===== config.mk =====
export PLATFORM = sky130hd
export DESIGN_NAME = meter_link_frame_detector_top
export DESIGN_NICKNAME = d
export VERILOG_FILES = /design/src/sv/mlfd_pkg.sv /design/src/sv/mlfd_core.sv /design/src/sv/mlfd_out_buf.sv /design/src/sv/meter_link_frame_detector_top.sv
export SDC_FILE = /design/constraint.sdc
export NUM_CORES = 1
export LEC_CHECK = 0
export BUFFER_PORTS_ARGS = -buffer_cell sky130_fd_sc_hd__buf_2
export CELL_PAD_IN_SITES_DETAIL_PLACEMENT = 1
export CELL_PAD_IN_SITES_GLOBAL_PLACEMENT = 2
export CORE_UTILIZATION = 30
export DETAILED_ROUTE_END_ITERATION = 10
export PLACE_DENSITY_LB_ADDON = 0.12
export SLEW_MARGIN = 10
export SYNTH_ARGS = -nofsm -noshare
export SYNTH_HDL_FRONTEND = slang
export SYNTH_SLANG_ARGS = --single-unit

===== constraint.sdc =====
create_clock -name clk_i -period 4.25 [get_ports clk_i]
set_input_delay 0.85 -clock clk_i [delete_from_list [all_inputs] [get_ports clk_i]]
set_output_delay 0.85 -clock clk_i [all_outputs]
set_load 0.05 [all_outputs]

===== src/sv/mlfd_pkg.sv =====
// Shared types and constants for the meter link frame detector.
`timescale 1ns / 1ps

package mlfd_pkg;

  localparam int BUFFER_BYTES     = 256;
  localparam int CNT_W            = $clog2(BUFFER_BYTES + 1);
  localparam int HEADER_LEN       = 10;
  localparam int IDX_W            = $clog2(HEADER_LEN);
  localparam int SECOND_START_POS = 7;
  localparam int LENGTH_POS       = 9;
  localparam int REM_W            = 9;
  localparam int STATUS_W         = 3;
  localparam int TOTAL_W          = 9;
  localparam int FSTART_W         = 8;

  localparam logic [7:0] START_BYTE = 8'h68;
  localparam logic [7:0] END_BYTE   = 8'h16;

  typedef enum logic [1:0] {
    CMD_BYTE  = 2'd0,
    CMD_CLOSE = 2'd1,
    CMD_CLEAR = 2'd2,
    CMD_NOP   = 2'd3
  } cmd_e;

  typedef enum logic [STATUS_W-1:0] {
    ST_BUSY          = 3'd0,
    ST_COMPLETE      = 3'd1,
    ST_OVERFLOW      = 3'd2,
    ST_BAD_END       = 3'd3,
    ST_CLOSED_EMPTY  = 3'd4,
    ST_CLOSED_GARBLE = 3'd5
  } status_e;

  typedef enum logic [1:0] {
    PH_HUNTING = 2'd0,
    PH_HEADER  = 2'd1,
    PH_BODY    = 2'd2
  } phase_e;

  typedef struct packed {
    status_e             status;
    logic [TOTAL_W-1:0]  byte_total;
    logic [FSTART_W-1:0] frame_start;
  } res_t;

endpackage


===== src/sv/mlfd_core.sv =====
// Framing state machine and per-word result logic.
`timescale 1ns / 1ps

module mlfd_core (
  input  logic         clk_i,
  input  logic         rst_ni,
  input  logic         accept_i,
  input  logic [1:0]   command_i,
  input  logic [7:0]   rx_byte_i,
  output mlfd_pkg::res_t res_o
);
  import mlfd_pkg::*;

  phase_e             phase_q, phase_d;
  logic [CNT_W-1:0]   count_q, count_d;
  logic [CNT_W-1:0]   start_q, start_d;
  logic [IDX_W-1:0]   fill_q, fill_d;
  logic [REM_W-1:0]   rem_q, rem_d;
  logic [7:0]         win_q [HEADER_LEN];
  logic [7:0]         win_d [HEADER_LEN];

  cmd_e             cmd;
  logic             ovf;
  logic             hdr_done;
  logic             hdr_match;
  logic [REM_W-1:0] rem_dec;
  logic             body_last;

  assign cmd       = cmd_e'(command_i);
  assign ovf       = count_q >= CNT_W'(BUFFER_BYTES);
  assign hdr_done  = (phase_q == PH_HEADER) && (fill_q == IDX_W'(HEADER_LEN - 1));
  assign hdr_match = (win_q[0] == START_BYTE) && (win_q[SECOND_START_POS] == START_BYTE);
  assign rem_dec   = (rem_q == '0) ? '0 : rem_q - REM_W'(1);
  assign body_last = (rem_dec == '0);

  always_comb begin
    phase_d = phase_q;
    case (cmd)
      CMD_CLEAR, CMD_CLOSE: phase_d = PH_HUNTING;
      CMD_BYTE: begin
        if (ovf) begin
          phase_d = PH_HUNTING;
        end else begin
          case (phase_q)
            PH_HUNTING: if (rx_byte_i == START_BYTE) phase_d = PH_HEADER;
            PH_HEADER:  if (hdr_done && hdr_match) phase_d = PH_BODY;
            PH_BODY:    if (body_last) phase_d = PH_HUNTING;
            default:    phase_d = PH_HUNTING;
          endcase
        end
      end
      default: phase_d = phase_q;
    endcase
  end

  always_comb begin
    count_d = count_q;
    start_d = start_q;
    fill_d  = fill_q;
    rem_d   = rem_q;
    win_d   = win_q;
    res_o.status      = ST_BUSY;
    res_o.byte_total  = TOTAL_W'(count_q);
    res_o.frame_start = FSTART_W'(start_q);
    case (cmd)
      CMD_CLEAR: begin
        count_d = '0;
        start_d = '0;
        fill_d  = '0;
        rem_d   = '0;
        for (int i = 0; i < HEADER_LEN; i++) win_d[i] = '0;
        res_o.byte_total  = '0;
        res_o.frame_start = '0;
      end
      CMD_CLOSE: begin
        count_d = '0;
        start_d = '0;
        fill_d  = '0;
        rem_d   = '0;
        for (int i = 0; i < HEADER_LEN; i++) win_d[i] = '0;
        res_o.status = (count_q == '0) ? ST_CLOSED_EMPTY : ST_CLOSED_GARBLE;
      end
      CMD_BYTE: begin
        if (ovf) begin
          count_d = '0;
          start_d = '0;
          fill_d  = '0;
          rem_d   = '0;
          for (int i = 0; i < HEADER_LEN; i++) win_d[i] = '0;
          res_o.status     = ST_OVERFLOW;
          res_o.byte_total = TOTAL_W'(BUFFER_BYTES);
        end else begin
          count_d = count_q + CNT_W'(1);
          case (phase_q)
            PH_HUNTING: begin
              if (rx_byte_i == START_BYTE) begin
                start_d  = count_q;
                win_d[0] = rx_byte_i;
                fill_d   = IDX_W'(1);
              end
            end
            PH_HEADER: begin
              win_d[fill_q] = rx_byte_i;
              if (hdr_done) begin
                if (hdr_match) begin
                  rem_d = REM_W'(rx_byte_i) + REM_W'(2);
                end else begin
                  for (int i = 0; i < HEADER_LEN - 1; i++) win_d[i] = win_d[i+1];
                  win_d[HEADER_LEN-1] = '0;
                  start_d = start_q + CNT_W'(1);
                end
              end else begin
                fill_d = fill_q + IDX_W'(1);
              end
            end
            PH_BODY: begin
              rem_d = rem_dec;
              if (body_last) begin
                start_d = '0;
                fill_d  = '0;
                count_d = '0;
                for (int i = 0; i < HEADER_LEN; i++) win_d[i] = '0;
                res_o.status      = (rx_byte_i == END_BYTE) ? ST_COMPLETE : ST_BAD_END;
                res_o.byte_total  = TOTAL_W'(count_q + CNT_W'(1));
                res_o.frame_start = FSTART_W'(start_q);
              end
            end
            default: ;
          endcase
          if (!(phase_q == PH_BODY && body_last)) begin
            res_o.byte_total  = TOTAL_W'(count_d);
            res_o.frame_start = (phase_d == PH_HUNTING) ? '0 : FSTART_W'(start_d);
          end
        end
      end
      default: ;
    endcase
  end

  always_ff @(posedge clk_i or negedge rst_ni) begin
    if (!rst_ni) begin
      phase_q <= PH_HUNTING;
      count_q <= '0;
      start_q <= '0;
      fill_q  <= '0;
      rem_q   <= '0;
      for (int i = 0; i < HEADER_LEN; i++) win_q[i] <= '0;
    end else if (accept_i) begin
      phase_q <= phase_d;
      count_q <= count_d;
      start_q <= start_d;
      fill_q  <= fill_d;
      rem_q   <= rem_d;
      win_q   <= win_d;
    end
  end

endmodule


===== src/sv/mlfd_out_buf.sv =====
// Result register with skid stage.
`timescale 1ns / 1ps

module mlfd_out_buf (
  input  logic           clk_i,
  input  logic           rst_ni,
  input  logic           push_i,
  input  mlfd_pkg::res_t push_data_i,
  output logic           can_push_o,
  output logic           out_valid_o,
  input  logic           out_ready_i,
  output mlfd_pkg::res_t out_data_o
);
  import mlfd_pkg::*;

  logic out_valid_q;
  logic skid_valid_q;
  res_t out_q;
  res_t skid_q;
  logic pop;

  assign can_push_o  = !skid_valid_q;
  assign out_valid_o = out_valid_q;
  assign out_data_o  = out_q;
  assign pop         = out_valid_q && out_ready_i;

  always_ff @(posedge clk_i or negedge rst_ni) begin
    if (!rst_ni) begin
      out_valid_q  <= 1'b0;
      skid_valid_q <= 1'b0;
    end else if (push_i) begin
      if (!out_valid_q || pop) begin
        out_valid_q <= 1'b1;
      end else begin
        skid_valid_q <= 1'b1;
      end
    end else if (pop) begin
      if (skid_valid_q) begin
        skid_valid_q <= 1'b0;
      end else begin
        out_valid_q <= 1'b0;
      end
    end
  end

  always_ff @(posedge clk_i) begin
    if (push_i) begin
      if (!out_valid_q || pop) begin
        out_q <= push_data_i;
      end else begin
        skid_q <= push_data_i;
      end
    end else if (pop && skid_valid_q) begin
      out_q <= skid_q;
    end
  end

endmodule


===== src/sv/meter_link_frame_detector_top.sv =====
// Top level of the meter link frame detector.
//
//   channel | signals                                   | role
//   --------+-------------------------------------------+---------------
//   in      | in_valid_i, in_ready_o, command_i, rx_byte_i | command word
//   out     | out_valid_o, out_ready_i, status_o,         | result word
//           | byte_total_o, frame_start_o                 |
//
// One word per cycle while in_ready_o is high: the framing state updates on
// acceptance and the result is loaded at that same edge into the output
// register, or into the skid stage while the output register is held.
// A skid stage holds one extra result; in_ready_o drops only while it is full.
// Reset clears the framing state and empties both result stages.
`timescale 1ns / 1ps

module meter_link_frame_detector_top (
  input  logic       clk_i,
  input  logic       rst_ni,
  input  logic       in_valid_i,
  output logic       in_ready_o,
  input  logic [1:0] command_i,
  input  logic [7:0] rx_byte_i,
  output logic       out_valid_o,
  input  logic       out_ready_i,
  output logic [mlfd_pkg::STATUS_W-1:0] status_o,
  output logic [mlfd_pkg::TOTAL_W-1:0]  byte_total_o,
  output logic [mlfd_pkg::FSTART_W-1:0] frame_start_o
);
  import mlfd_pkg::*;

  logic accept;
  logic can_push;
  res_t res;
  res_t out_data;

  assign in_ready_o = can_push;
  assign accept     = in_valid_i && can_push;

  mlfd_core u_core (
    .clk_i     (clk_i),
    .rst_ni    (rst_ni),
    .accept_i  (accept),
    .command_i (command_i),
    .rx_byte_i (rx_byte_i),
    .res_o     (res)
  );

  mlfd_out_buf u_out_buf (
    .clk_i       (clk_i),
    .rst_ni      (rst_ni),
    .push_i      (accept),
    .push_data_i (res),
    .can_push_o  (can_push),
    .out_valid_o (out_valid_o),
    .out_ready_i (out_ready_i),
    .out_data_o  (out_data)
  );

  assign status_o      = out_data.status;
  assign byte_total_o  = out_data.byte_total;
  assign frame_start_o = out_data.frame_start;

endmodule


==> impl_metrics.tcl, run 1 <==
set metrics [dict create \
    status "completed" \
    cts_root_buf "clkbuf_16" \
    mostFrequentLayoutCell "nand2_1" \
    max_stage_delay_ns 0.66 \
    grt_max_degree 72 \
    grt_pass1_wl_um 43000 \
    layout-drive-gt1-share 0.127 \
    synthArstFlopShare 0.726 \
    crit_chain "ha_1 > nor4_1 > and3_1 > a221oi_1 > a2bb2oi_1 > a21oi_4 > a22o_1 > mux2_2" \
    synthFlopType "dfrtp_1" \
    portBuffers 35 \
    fillers 3045 \
    startpoint "u_core.phase_q[1]$_DFFE_PN0P_" \
    clk_latency_ns 0.43 \
    critical-path-slowest-cell "ha_1" \
    vias 7043 \
    num_io_pins 36 \
    maxSlewHeadroom 0.244 \
    worst-path-max-fanout 20 \
    syn_inst 897 \
    dp_hpwl_um 18200 \
    drt_first_pass_iters 4 \
    worstSetupPathType "reg2reg" \
    power-per-cell-area_mw_per_mm2 487 \
    whs_ns 0.485 \
    final.period_utilization 0.740 \
    ant_nets 0 \
    drt_iter0_drc 255 \
    wirelength_um 26700 \
    cts_resized 0 \
    area_delta_synth_final_pct 13.9 \
    yosys-top-cells-area "dfrtp_1 (32%), edfxtp_1 (15%), nand2_1 (5.6%)" \
    path_buf_inv 0 \
    hp-class "reg2reg" \
    via_per_inst 5.62 \
    gp_congestion 0.819 \
    avgRoutedWirePerCell_um 21.3 \
    worst_pin_slew_ns 1.13 \
    dieArea_mm2 0.0280 \
    yosysWarnings 0 \
    worstPathRequired_ns 4.43 \
    start_util 0.305 \
    die_h_um 167 \
    synth_seq_cells 146 \
    rows 60 \
    endpoint_kind "register" \
    cts_buffers 17 \
    hold_start "u_core.win_q[66]$_DFFE_PN0P_" \
    setup_tns_ns 0 \
    max_freq_mhz 318 \
    die_x_um 167 \
    htree_levels 4 \
    drc 0 \
    netlist_area_mm2 0.00821 \
    yosys.area.top_type "dfrtp_1" \
    track_usage 0.198 \
    clk_pin_slew_ns 0.06 \
    post-cts-setup-buffers 0 \
    core_mm2 0.0269 \
    ys_seq_area_frac 0.470 \
    yosysTopAreaCellShare 0.323 \
    vdd_drop_max_uv 204 \
    p_leak_nw 3.83 \
    arrival_ns 3.32 \
    skew_ns 0.0141 \
    crit_family "compound AO/OA/AOI/OAI gates" \
    setup_viol 0 \
    tritoncts "done" \
    nets 927 \
    synth_fp_nets 924 \
    synth_edf_count 40 \
    grt_pass1_vias 7437 \
    setup.worst_path.start_class "register" \
    slew_viol_final 0 \
    rsz0062_at_grt "no" \
    finalHoldViolCount 0 \
    cts_num_sinks 146 \
    layout_min_cycle_time_ns 3.14 \
    avgSynthCellArea_um2 9.15 \
    layout_common_cells "nand2_1 (122), dfrtp_1 (106), nor2_1 (98)" \
    n_antenna_cell 0 \
    ctsLongestPathBuffers 2 \
    ys_types 72 \
    antenna_found_initial 0 \
    rr_startpoint "u_core.phase_q[1]$_DFFE_PN0P_" \
    drv_cap 0 \
    overflow 0 \
    cts_hold_buf 0 \
]
## sequential cells by signal, summed over array words and instances (netlist names), 2 cells and up
name and flops:
u_out_buf.out_data_o 20, u_out_buf.skid_q 20, u_core.phase_q 2, u_core.rem_q 9
u_core.fill_q 4, u_core.win_q 72, u_core.start_q 8, u_core.count_q 9
## routing by layer
layer	GRT usage	vias to the layer above	wire [um]
met5	0	-	0
met1	0.250	3581	12300
met3	0.0288	31	489
li1	-	3353	-
met2	0.346	78	13300
met4	0.0682	0	619
## cell type report
class / count / area [um2] / area share
Clock buffer: 17 / 425 / 0.0455
Clock inverter: 15 / 179 / 0.0191
Inverter: 17 / 63.8 / 0.00683
Multi-Input combinational cell: 660 / 4020 / 0.430
Sequential cell: 146 / 3850 / 0.412
Tap cell: 341 / 427 / 0.0457
Timing Repair Buffer: 58 / 375 / 0.0402
## tightest hold or removal path, cell delays in order, from the launching register on
cell     delay (ns)
dfrtp_1        0.34
nand2_1        0.05
o21ai_1        0.06
## path summary, 6_finish.rpt
kind / endpoint / slack [ns] / depth (start not counted)
setup / recovery: u_out_buf.out_data_o[0]$_DFFE_PP_ / 1.11 / 8
hold / removal: u_core.win_q[66]$_DFFE_PN0P_ / 0.49 / 2
setup reg to reg: u_out_buf.out_data_o[0]$_DFFE_PP_ / 1.11 / 8
hold reg to reg: u_core.win_q[66]$_DFFE_PN0P_ / 0.49 / 2
max in group asynchronous: u_core.win_q[20]$_DFFE_PN0P_ / 2.80 / 2
min in group asynchronous: u_core.count_q[4]$_DFFE_PN0P_ / 0.53 / 1
## cell usage after synthesis (4+ instances only)
master and number:
nand2_1 123, dfrtp_1 106, nor2_1 100, a21oi_1 63, clkbuf_1 56, o221ai_1 45, edfxtp_1 40, o21ai_0 33
o21ai_1 31, o31ai_1 22, nand3_1 17, a22o_1 16, inv_1 15, a31oi_1 14, ha_1 13, o311ai_0 13
buf_2 12, and3_1 10, a21o_1 9, nand2b_1 9, nor3_1 9, mux2i_1 8, nand4_1 7, or3_1 7
a22oi_1 6, and2_1 6, a2111oi_2 5, a21oi_2 5, buf_1 5, nor4b_1 5, o22ai_1 5, xor2_1 5
a211o_1 4, nor2b_1 4, nor3b_1 4, nor4_1 4, o211ai_1 4
## kinds of logic after synthesis
kind of cell / after synthesis / synth area share
AO/OA/AOI/OAI: 304 / 0.262
XOR/XNOR: 8 / 0.00854
adder cells (fa/ha/maj): 13 / 0.0198
buffers and inverters: 91 / 0.0439
flip-flops: 146 / 0.470
multiplexers: 12 / 0.0152
AND/OR/NAND/NOR: 323 / 0.181
## per-stage QoR
stage	util	area, um2	cells	power, mW	worst slack, ns
after floorplan	-	8210	897	2.65	1.36
after global placement	0.325	8740	1222	2.99	0.955
after detailed placement	0.325	8740	1222	3.01	0.915
after CTS	0.348	9350	1254	4.62	1.11
after global routing	0.348	9350	1254	4.79	0.858
final	0.348	9350	1254	4.55	1.11
## report_power, final
part	leakage [nW]	switching [mW]	internal, mW
registers	1.85	0.111	1.66
logic	1.69	0.898	0.297
clock network	0.292	0.653	0.930
(Power assumes the default switching activity.)
==> inputs of run 2 (changes only) <==
==> constraint.sdc (replaced) <==
create_clock -name clk_i -period 3.15 [get_ports clk_i]
set_input_delay 0.63 -clock clk_i [delete_from_list [all_inputs] [get_ports clk_i]]
set_output_delay 0.63 -clock clk_i [all_outputs]
set_load 0.05 [all_outputs]
==> run 2 against run 1 <==
Power is 35% higher. Global-route usage is 0.40 points higher. First-iteration DRC count is 57% higher. Non-clock buffer count is 26 higher. Critical path type unchanged. Largest cell class unchanged. Largest power group unchanged.
==> impl_metrics.tcl, run 2 (synthesized netlist as in run 1, its figures left out) <==
set metrics [dict create \
    tritoncts "done" \
    clk_pin_slew_ns 0.07 \
    cts_root_buf "clkbuf_16" \
    clk_latency_ns 0.43 \
    post-cts-setup-buffers 0 \
    num_io_pins 36 \
    vdd_drop_max_uv 322 \
    cts_buffers 17 \
    p_seq_frac 0.390 \
    final.period_utilization 0.915 \
    core_mm2 0.0269 \
    setup.worst_path.start_class "register" \
    max_freq_mhz 347 \
    overflow 0 \
    reg2reg_depth 9 \
    maxSlewHeadroom 0.226 \
    drt_first_pass_iters 4 \
    dieArea_mm2 0.0280 \
    p_leak_nw 3.96 \
    cts_resized 0 \
    dp_hpwl_um 19000 \
    ant_nets 0 \
    rows 60 \
    hp-class "in2async" \
    regArea_mm2 0.00385 \
    multiInputGateArea_mm2 0.00402 \
    via_per_inst 5.64 \
    startpoint "u_core.rem_q[0]$_DFFE_PN0P_" \
    netSwitchingFraction 0.365 \
    layout_common_cells "nand2_1 (122), dfrtp_1 (106), nor2_1 (98)" \
    grt_max_degree 82 \
    start_util 0.305 \
    worst_pin_slew_ns 1.15 \
    drc 0 \
    top_register "u_core.win_q" \
    fillers 3082 \
    drv_cap 0 \
    r2r-end "u_out_buf.out_data_o[0]$_DFFE_PP_" \
    vias 7222 \
    cts_hold_buf 0 \
    die_x_um 167 \
    htree_levels 4 \
    worst-path-max-fanout 6 \
    r2r_slack_ns 0.27 \
    setup_tns_ns 0 \
    avgRoutedWirePerCell_um 21.2 \
    wirelength_um 27200 \
    nets 953 \
    pwr-share-comb 0.273 \
    track_usage 0.202 \
    arrival_ns 3.07 \
    layout_min_cycle_time_ns 2.88 \
    slew_viol_final 0 \
    finalHoldViolCount 0 \
    skew_ns 0.0141 \
    cts_num_sinks 146 \
    gp_congestion 0.863 \
    power.internal_mw 3.89 \
    portBuffers 35 \
    largest_register_ffs 72 \
    power_frac_clock 0.338 \
    mostFrequentLayoutCell "nand2_1" \
    layout-drive-gt1-share 0.151 \
    status "completed" \
    ctsLongestPathBuffers 2 \
    grt_pass1_wl_um 44500 \
    area_delta_synth_final_pct 16.3 \
    worstSetupPathType "reg2reg" \
    grt_pass1_vias 7860 \
    worstPathRequired_ns 3.34 \
    rr_startpoint "u_core.rem_q[0]$_DFFE_PN0P_" \
    switchingPower_mw 2.23 \
    post-route-util 0.355 \
    drt_iter0_drc 401 \
    die_h_um 167 \
    power-per-cell-area_mw_per_mm2 641 \
    endpoint_kind "register" \
    setup_viol 0 \
    antenna_found_initial 1 \
    p_total_mw 6.12 \
    rsz0062_at_grt "no" \
]
## run 2: metrics by stage
stage               setup slack [ns]  area [um2]  hold slack, ns  std cells
floorplan                      0.482        8210           0.334        897
global placement               0.313        8950           0.472       1248
detailed placement             0.196        8950           0.476       1248
CTS                            0.278        9540           0.157       1280
global route                   0.103        9540           0.170       1281
finish                         0.268        9540           0.146       1281
## run 2: cell type report
cell class              instances  share of cell area
multi-input cells             660               0.421
well taps                     341              0.0447
repair buffers                 84              0.0611
clock inverters                 9             0.00970
flip-flops and latches        146               0.404
inverters                      17             0.00669
clock buffers                  23              0.0524
diodes                          1            0.000262
## run 2: worst max-delay path by stage
stage          slack [ns]  cells past startpoint                                end
6_report             0.27                      9  u_out_buf.out_data_o[0]$_DFFE_PP_
4_1_cts              0.28                      9  u_out_buf.out_data_o[0]$_DFFE_PP_
5_1_grt              0.10                      8        u_core.rem_q[0]$_DFFE_PN0P_
3_5_place_dp         0.20                      8  u_out_buf.out_data_o[2]$_DFFE_PP_
3_3_place_gp         0.31                      8  u_out_buf.out_data_o[2]$_DFFE_PP_
2_1_floorplan        0.48                      8  u_out_buf.out_data_o[0]$_DFFE_PP_
## run 2: power groups by stage
stage	sequential [mW]	combinational, mW	clock (mW)
floorplan	2.78	0.789	0
global placement	2.41	1.66	0
detailed placement	2.42	1.69	0
CTS	2.39	1.69	2.14
global route	2.42	1.82	2.21
finish	2.38	1.67	2.07
## run 2: worst max-delay path, cell delays in order (launching register included)
cell and delay [ns]:
dfrtp_1 0.42, inv_2 0.10, ha_1 0.23, or4b_1 0.58
o41ai_2 0.11, a21boi_2 0.17, a211o_1 0.32, o22a_1 0.24
a22o_1 0.21, mux2_2 0.25
## run 2: per-layer routing
metal  up-vias  global-route usage  wire length (um)
li1       3402                   -                 -
met1      3669               0.248             12000
met2       117               0.358             13900
met3        34              0.0248               710
met4         0              0.0834               544
met5         -                   0                 0
==> inputs of run 3 (changes only) <==
--- a/config.mk
+++ b/config.mk
@@ -11,6 +11,7 @@
 export CORE_UTILIZATION = 30
 export DETAILED_ROUTE_END_ITERATION = 10
 export PLACE_DENSITY_LB_ADDON = 0.12
+export REMOVE_ABC_BUFFERS = 1
 export SLEW_MARGIN = 10
 export SYNTH_ARGS = -nofsm -noshare
 export SYNTH_HDL_FRONTEND = slang
==> constraint.sdc (replaced) <==
create_clock -name clk_i -period 3.4 [get_ports clk_i]
set_input_delay 0.68 -clock clk_i [delete_from_list [all_inputs] [get_ports clk_i]]
set_output_delay 0.68 -clock clk_i [all_outputs]
set_load 0.05 [all_outputs]
==> run 3 against run 2 <==
Critical path depth is 1 higher. Via count down 1.0%. Non-clock buffer count shrank 11. Sequential cell count is the same. Cell count down 0.94%. Critical endpoint is now u_core.win_q[37]$_DFFE_PN0P_. Wire length shrank 1.9%. Highest routed layer unchanged. Largest cell class unchanged.
==> impl_metrics.tcl, run 3 (synthesized netlist as in run 1, its figures left out) <==
set metrics [dict create \
    top_register "u_core.win_q" \
    final.period_utilization 0.906 \
    antenna_found_initial 0 \
    layout-drive-gt1-share 0.141 \
    cts_root_buf "clkbuf_16" \
    power-per-cell-area_mw_per_mm2 603 \
    maxSlewHeadroom 0.439 \
    overflow 0 \
    die_x_um 167 \
    post-cts-setup-buffers 0 \
    num_io_pins 36 \
    drt_iter0_drc 341 \
    drv_cap 0 \
    portBuffers 35 \
    ctsLongestPathBuffers 2 \
    rows 60 \
    reg2reg_depth 10 \
    fin_cells 1269 \
    wirelength_um 26700 \
    start_util 0.305 \
    grtUsageMet3 0.0286 \
    slew_viol_final 0 \
    grt_pass1_wl_um 44000 \
    core_mm2 0.0269 \
    vdd_drop_max_uv 335 \
    rr_startpoint "u_core.rem_q[0]$_DFFE_PN0P_" \
    cts_num_sinks 146 \
    htree_levels 4 \
    die_h_um 167 \
    cts_hold_buf 0 \
    ant_nets 0 \
    drc 0 \
    worst-path-max-fanout 31 \
    via_per_inst 5.63 \
    largest_register_ffs 72 \
    vias 7150 \
    worstSetupPathType "reg2reg" \
    endpoint_kind "register" \
    setup_viol 0 \
    dp_slack_ns 0.324 \
    crit_chain "inv_2 > ha_1 > or4b_1 > nor2_1 > o211a_4 > o31ai_4 > buf_4 > a21oi_1 > nor2_1 > a21oi_1" \
    setup.worst_path.start_class "register" \
    arrival_ns 3.44 \
    startpoint "u_core.rem_q[0]$_DFFE_PN0P_" \
    area_delta_synth_final_pct 15.1 \
    layout_min_cycle_time_ns 3.08 \
    gp_congestion 0.777 \
    drt_first_pass_iters 4 \
    worstPathRequired_ns 3.76 \
    layout_common_cells "nand2_1 (122), dfrtp_1 (106), nor2_1 (98)" \
    dp_hpwl_um 18200 \
    use_met2 0.359 \
    hp-class "in2async" \
    rsz0062_at_grt "no" \
    finalHoldViolCount 0 \
    dieArea_mm2 0.0280 \
    grt_pass1_vias 7699 \
    p_leak_nw 3.90 \
    status "completed" \
    layout_setup_ws_ns 0.319 \
    nets 942 \
    avgRoutedWirePerCell_um 21.0 \
    mostFrequentLayoutCell "nand2_1" \
    max_stage_delay_ns 0.60 \
    grt.busiest_layer "met2" \
    clk_latency_ns 0.44 \
    place_inst 1237 \
    grt_max_degree 107 \
    track_usage 0.200 \
    cts_buffers 17 \
    tritoncts "done" \
    cts_resized 0 \
    clk_pin_slew_ns 0.07 \
    worst_pin_slew_ns 0.842 \
    max_freq_mhz 325 \
    use_met1 0.247 \
    n_antenna_cell 0 \
    critical-path-slowest-cell "or4b_1" \
    skew_ns 0.0155 \
    whs_ns 0.326 \
]
-- run 3: report_power, final --
group          internal (mW)  leakage (nW)  switching, mW
combinational          0.403          1.77           1.13
sequential              2.07          1.85          0.137
clock                   1.13         0.287          0.817
total                   3.60          3.90           2.09
-- run 3: layout make-up --
class / count / area [um2]
clock buffer: 21 / 462
clock inverter: 11 / 130
fill: 3085 / 17400
inverter: 17 / 63.8
multi-input combinational: 660 / 4020
sequential: 146 / 3850
tap: 341 / 427
timing repair buffer: 73 / 488
-- run 3: worst max-delay path, delay by kind of cell, from the launching register on --
kind | cells | cell delay, ns
compound gates | 4 | 1.08
simple gates | 3 | 0.92
flops | 1 | 0.42
buf+inv | 2 | 0.34
fa+ha+maj | 1 | 0.24
-- run 3: final timing paths --
check                                           endpoint  slack (ns)
setup / recovery            u_core.win_q[37]$_DFFE_PN0P_        0.32
hold / removal             u_core.start_q[4]$_DFFE_PN0P_        0.33
setup reg to reg            u_core.win_q[37]$_DFFE_PN0P_        0.32
hold reg to reg             u_core.win_q[64]$_DFFE_PN0P_        0.49
max in group asynchronous    u_core.rem_q[0]$_DFFE_PN0P_        2.57
min in group clk_i          u_core.win_q[64]$_DFFE_PN0P_        0.49
-- run 3: metal layers --
layer	vias to the layer above	wire length, um
met1	3671	12000
li1	3366	-
met2	86	13700
met3	27	612
met5	-	0
met4	0	387
-- run 3: per-stage QoR --
stage,cell area (um2),setup TNS (ns),power (mW),util
6_report,9450,0,5.69,0.351
5_1_grt,9450,0,5.98,0.351
4_1_cts,9450,0,5.77,0.351
3_5_place_dp,8850,0,3.80,0.329
3_3_place_gp,8850,0,3.76,0.329
2_1_floorplan,7910,-38.55,3.25,-
